===== src/design/vcfc_pkg.sv =====
// Package for the voxel corner FIFO cache: shared constants, FSM state type
// and the probe record that walks the chain of tag cells.
// No dependencies.
package vcfc_pkg;

  // Fixed field widths.
  localparam int KEY_W     = 30;
  localparam int SIZE_W    = 11;
  localparam int CONT_W    = 3;
  localparam int SIDE_W    = 3;
  localparam int STATUS_W  = 2;
  localparam int SLOT_OUT_W = 6;
  localparam int CFG_IDX_W = 2;

  // Configuration register indexes.
  localparam logic [CFG_IDX_W-1:0] CFG_CONTINUITY = 2'd0;
  localparam logic [CFG_IDX_W-1:0] CFG_SIZE_X     = 2'd1;
  localparam logic [CFG_IDX_W-1:0] CFG_SIZE_Y     = 2'd2;
  localparam logic [CFG_IDX_W-1:0] CFG_SIZE_Z     = 2'd3;

  // Result status codes.
  localparam logic [STATUS_W-1:0] STATUS_OUTSIDE = 2'd0;
  localparam logic [STATUS_W-1:0] STATUS_DIRECT  = 2'd1;
  localparam logic [STATUS_W-1:0] STATUS_HIT     = 2'd2;
  localparam logic [STATUS_W-1:0] STATUS_MISS    = 2'd3;

  // Controller states.
  typedef enum logic [2:0] {
    ST_IDLE,
    ST_PROD,
    ST_KEY,
    ST_LAUNCH,
    ST_SEARCH,
    ST_FINISH
  } state_e;

  // Lookup probe handed from cell to cell.
  typedef struct packed {
    logic             active;
    logic             hit;
    logic [KEY_W-1:0] key;
    logic [KEY_W-1:0] victim_tag;
  } probe_t;

endpackage


===== src/design/vcfc_cell.sv =====
// One tag cell of the voxel corner FIFO cache chain: holds one slot's key,
// compares a passing probe against it and forwards the probe one cell on.
// Depends on vcfc_pkg.
module vcfc_cell #(
  parameter int SLOT_W   = 6,
  parameter int CNT_W    = 7,
  parameter int CELL_IDX = 0
) (
  input  logic                         clk_i,
  input  logic                         rst_ni,
  input  logic [CNT_W-1:0]             fill_i,
  input  logic [SLOT_W-1:0]            victim_i,
  input  logic                         wr_en_i,
  input  logic [SLOT_W-1:0]            wr_slot_i,
  input  logic [vcfc_pkg::KEY_W-1:0]   wr_key_i,
  input  vcfc_pkg::probe_t             probe_i,
  input  logic [SLOT_W-1:0]            slot_i,
  output vcfc_pkg::probe_t             probe_o,
  output logic [SLOT_W-1:0]            slot_o
);
  import vcfc_pkg::*;

  logic [KEY_W-1:0]  tag_q;
  logic              match;
  logic              active_q;
  logic              hit_q, hit_d;
  logic [KEY_W-1:0]  key_q;
  logic [KEY_W-1:0]  vtag_q, vtag_d;
  logic [SLOT_W-1:0] slot_q, slot_d;

  // The slot takes part only once it has been filled.
  assign match = probe_i.active && !probe_i.hit &&
                 (fill_i > CNT_W'(CELL_IDX)) && (tag_q == probe_i.key);

  // Record a hit here, and pick up the tag if this is the replacement slot.
  always_comb begin
    hit_d  = probe_i.hit;
    slot_d = slot_i;
    vtag_d = probe_i.victim_tag;
    if (match) begin
      hit_d  = 1'b1;
      slot_d = SLOT_W'(CELL_IDX);
    end
    if (victim_i == SLOT_W'(CELL_IDX)) begin
      vtag_d = tag_q;
    end
  end

  // Probe valid flag.
  always_ff @(posedge clk_i or negedge rst_ni) begin
    if (!rst_ni) begin
      active_q <= 1'b0;
    end else begin
      active_q <= probe_i.active;
    end
  end

  // Probe payload.
  always_ff @(posedge clk_i) begin
    hit_q  <= hit_d;
    key_q  <= probe_i.key;
    vtag_q <= vtag_d;
    slot_q <= slot_d;
  end

  // Tag storage for this slot.
  always_ff @(posedge clk_i) begin
    if (wr_en_i && (wr_slot_i == SLOT_W'(CELL_IDX))) begin
      tag_q <= wr_key_i;
    end
  end

  assign probe_o = '{active: active_q, hit: hit_q, key: key_q, victim_tag: vtag_q};
  assign slot_o  = slot_q;

endmodule


===== config.mk =====
export PLATFORM = sky130hd
export DESIGN_NAME = vcfc_cell
export DESIGN_NICKNAME = d
export VERILOG_FILES = /design/src/design/vcfc_pkg.sv /design/src/design/vcfc_cell.sv
export SDC_FILE = /design/constraint.sdc
export NUM_CORES = 1
export LEC_CHECK = 0
export BUFFER_PORTS_ARGS = -buffer_cell sky130_fd_sc_hd__buf_4
export CORE_UTILIZATION = 40
export DETAILED_ROUTE_END_ITERATION = 10
export PLACE_DENSITY = 0.83
export SYNTH_ARGS = -nofsm -noshare
export SYNTH_HDL_FRONTEND = slang
export SYNTH_SLANG_ARGS = --single-unit
export TNS_END_PERCENT = 5

===== constraint.sdc =====
create_clock -name clk_i -period 2.4 [get_ports clk_i]
set_input_delay 0.48 -clock clk_i [delete_from_list [all_inputs] [get_ports clk_i]]
set_output_delay 0.48 -clock clk_i [all_outputs]
set_load 0.03 [all_outputs]

; ---- Yosys cells after proc, flatten, opt, wreduce, memory -nomap -nowiden
; Cells that the tools add are included.
[word_totals]
wordCells = 16
memories = 0
ramBits = 0
out_inout_bits = 68
latch_bits = 0
ff_bits = 98
in_bits = 120
mem_bits_ro = 0
[classes]
div_mod_pow = 0
bitwise_logic = 0
eq_ne = 1
muxes = 1
n_reduce_logical = 7
order_cmp = 1
n_mul = 0
shift = 0
add_sub_neg = 0
[ops]
columns = cell, n
row1 = 30-bit equality test, 1
row2 = 30-bit two-way mux, 1
row3 = 6-bit zero test, 2
row4 = "7-bit by 1-bit greater-than comparator with 1-bit output, second input constant", 1
row5 = 1-bit logical AND, 4
row6 = 1-bit zero test, 1

; ---- Depth between registers and ports, before layout
[depth]
word_depth = 4
mapped_depth = 4
depth_no_buf = 4

; ---- Least setup slack after synthesis
; Ideal clock, no wire load.
[synth_path]
kind = input-to-reg
start = in wr_slot_i[2]
end = reg tag_q[0], enable pin
path_slack_ps = -1977
n_path_buf = 0
required_time_ps = 1904
arrival_time_ps = 3882
setup_ps = 496
stages = 2
path_cell_list = or4b_1 > nor4_1
[synth_between]
elab_chain_len = 2
[synth_lines]
columns = element, line_no
row1 = start: declaration, vcfc_cell.sv:14  ; input logic [SLOT_W-1:0] wr_slot_i,
row2 = 6-bit zero test, vcfc_cell.sv:68  ; if (wr_en_i && (wr_slot_i == SLOT_W'(CELL_IDX))) begin
row3 = 1-bit logical AND, vcfc_cell.sv:68
row4 = end signal: assignment, vcfc_cell.sv:69  ; tag_q <= wr_key_i;
row5 = end: declaration, vcfc_cell.sv:23  ; logic [KEY_W-1:0] tag_q;
; Every way passes these cells.
; A chain may end at the register's enable or synchronous reset.

; ---- Worst setup path in the final report
[layout_path]
start = reg tag_q[19]
end = reg slot_q[4] (netlist: slot_o[4])
[layout_between]
elab_chain_len = 2
[layout_lines]
columns = element, line_no
row1 = 30-bit equality test, vcfc_cell.sv:33  ; (fill_i > CNT_W'(CELL_IDX)) && (tag_q == probe_i.key);
row2 = 1-bit logical AND, vcfc_cell.sv:33
row3 = end signal: assignment, vcfc_cell.sv:63  ; slot_q <= slot_d;
row4 = end: declaration, vcfc_cell.sv:29  ; logic [SLOT_W-1:0] slot_q, slot_d;
; Every way passes these cells.

==> results.md <==
* Top delay family on crit path: compound AO/OA/AOI/OAI gates
* CP max stage delay at 510 ps
* Diodes inserted at 0
* Synth Warn # at 0
* Clk sinks at 98
* CORE AREA at 7370 sq um
* Die width at 90.2 um
* Clock Latency Late Sink at 350 ps
* GP Congestion at 0.741
* Post-layout util at 66.1%
* CTS Buf Count at 9
* Initial antenna violation count at 0
* Final Hold Vio Count at 0
* Final WS setup at 752 ps
* Sw Ratio at 22.4%
* Total power at 3.33 mW
* Sequential share of power at 53.6%
* Overall routed net length at 7110 um
* Slowest library cell on the worst path: a2111oi_4
* DRT antenna net count at 0
* Slew margin rel. at 51.9%
* Resize count post-CTS at 0
* Placed insts at 477
* Post-synthesis compound-gate area fraction at 2.37%
* Drt wl/cell at 14.4 um
* Die area at 8140 sq um
* Worst path buffer plus inverter count at 0
* PortBufs at 187
* GRT Util Overall at 17.9%
* I/O Pins at 188
* Largest net degree at the start of global routing at 31
* Crit path DAT at 1840 ps
* Row cnt at 31
* Grt ovf at 0
* Fin cells at 494
* Starting Density at 42.2%
* VDD IR-drop max at 0.389 mV
* HP Class: primary input to flop
* Crit. End Element: flop
* CTS Buffer Depth at 2
* Seq cells post-synth at 98
* Setup_tns at 0 ps
* Die height at 90.2 um
* Synth-to-layout area growth at 56.5%
* Vias at 2205
* Via density at 4.46
* Status: finished clean
* Hold Slack at 244 ps
* Worst-path clk slew at 90 ps
* Post-CTS Setup Bufs at 0
* Largest family of logic cells by synthesized area: multiplexers
* Slew Limit Fails at 0
* DRC viols at 0
* Syn Area/Cell at 16.0 sq um
* Post-DP HPWL at 5540 um
* Net Count, Synth at 314
* Most frequent cells in the layout: buf_4 (188), dfxtp_1 (67), mux2_2 (30), edfxtp_1 (30), xnor2_1 (27)
* Global-route wire length before repair at 11000 um
* Area post-placement at 4650 sq um
* Final worst-path cycle share at 68.7%
* Cell Area, Synth at 3110 sq um
* Synthesized-area fraction occupied by and/or/nand/nor cells at 3.82%
* Max-cap violations at 0
* Xor/xnor share of the synthesized area at 8.44%
* CP Cell Sequence: xnor2_1 > nand4_1 > a2111oi_4 > a31oi_1
* Mux cell area share after synthesis at 10.9%
* Max Clk Rate at 607 MHz
* Post-Synth Adder-Cell Area at 0%
* Vias in the first global route at 2344
* NetSw at 748 uW
* Post-layout min period at 1650 ps
* Critical path peak fanout at 7
* RSZ-0062 raised after global routing: no
* Post-route cell area at 4870 sq um
* Htree depth at 3
* Logic pwr share at 13.8%
* CP startpoint kind: flop
* Layout cells sized above 1 at 59.2%
* Root Buffer: clkbuf_8
* Most common cell after layout, fill and taps aside: buf_4
* Place WS at 453 ps
* Nets@finish at 510
* Setup Skew at 11.4 ps
* Unique cell type count in the Yosys netlist at 20
* Register area share after synthesis at 72.8%
* Leakage at 2.14 nW
* First DRT Iteration DRCs at 26
* Power Dens Cells at 685 nW/um^2
* Initial DRT Pass Iterations at 3
* Multi-input gate area at 808 sq um
* Clock share of power at 32.6%
* Int Pwr at 2.59 mW
* Count of final setup violators at 0
* # fillers at 571
* Register area at 2270 sq um
* CTS tree: yes
* Cells after Synth at 194
* Critical path required time at 2590 ps
* Worst-Margin Slew at 716 ps
* WS Path Type: flop to flop
==> kinds of logic after synthesis <==
kind of cell / count (synthesis)
DFF: 98
and+or+nand+nor: 17
muxes: 30
buffers and inverters: 11
AOI/OAI and AO/OA: 8
xor gates and xnor gates: 30
==> power by group through the flow <==
stage	Sequential (mW)	Combinational (mW)	Clock, mW
6_report	1.79	0.460	1.09
5_1_grt	1.80	0.483	1.20
4_1_cts	1.79	0.464	1.12
3_5_place_dp	1.83	0.461	0
3_3_place_gp	1.83	0.455	0
2_1_floorplan	1.95	0.0708	0
==> worst paths after layout <==
check	slack [ps]	cells after the start	end	start
worst min register to register	540	1	vtag_q[15]	tag_q[15]
worst max-delay path	750	4	slot_o[4]	tag_q[19]
max in group asynchronous	1870	2	active_q	rst_ni
worst min-delay path	240	1	key_q[26]	probe_i[56]
worst max register to register	750	4	slot_o[4]	tag_q[19]
min in group asynchronous	450	2	active_q	rst_ni
==> layout make-up <==
cell class              instances  area share, %
flip-flops and latches         98           46.5
clock inverters                 2          0.694
inverters                       6          0.462
clock buffers                  14           3.57
well taps                      99           2.54
repair buffers                190           29.6
multi-input cells              85           16.6
==> timing repair <==
| action | CTS | global route |
|---|---|---|
| hold endpoints to repair | 1 | 0 |
| hold buffers | 1 | 0 |
| setup endpoints to repair | 0 | 0 |
==> synthesized netlist by cell type (all sizes together) <==
| cell | number | share of area (%) |
|---|---|---|
| a2111oi | 1 | 0.88 |
| mux2 | 30 | 11 |
| inv | 6 | 0.72 |
| a31oi | 6 | 1.2 |
| nand4 | 7 | 1.4 |
| dfxtp | 67 | 43 |
| xor2 | 3 | 0.84 |
| a31o | 1 | 0.28 |
| buf | 5 | 0.96 |
| nor2 | 1 | 0.12 |
| dfrtp | 1 | 0.80 |
| edfxtp | 30 | 29 |
| or4b | 1 | 0.32 |
| xnor2 | 27 | 7.6 |
| nor3 | 2 | 0.32 |
| and2b | 1 | 0.24 |
| nand2 | 1 | 0.12 |
| nor4 | 4 | 1.3 |
==> registers in the layout, summed over array words and instances, names as in the netlist <==
signal    count
vtag_q       30
hit_q         1
active_q      1
key_q        30
slot_o        6
tag_q        30
==> routing by layer <==
layer | track usage (%) | wire [um] | vias up | share of wire (%)
met5 | 0 | 0 | - | 0
met4 | 9.95 | 154 | 0 | 2.2
met3 | 5.08 | 524 | 11 | 7.4
met2 | 32.1 | 3800 | 109 | 53
met1 | 18.9 | 2630 | 1011 | 37
li1 | - | - | 1074 | -
No activity file was read; power rests on OpenSTA's default activity.
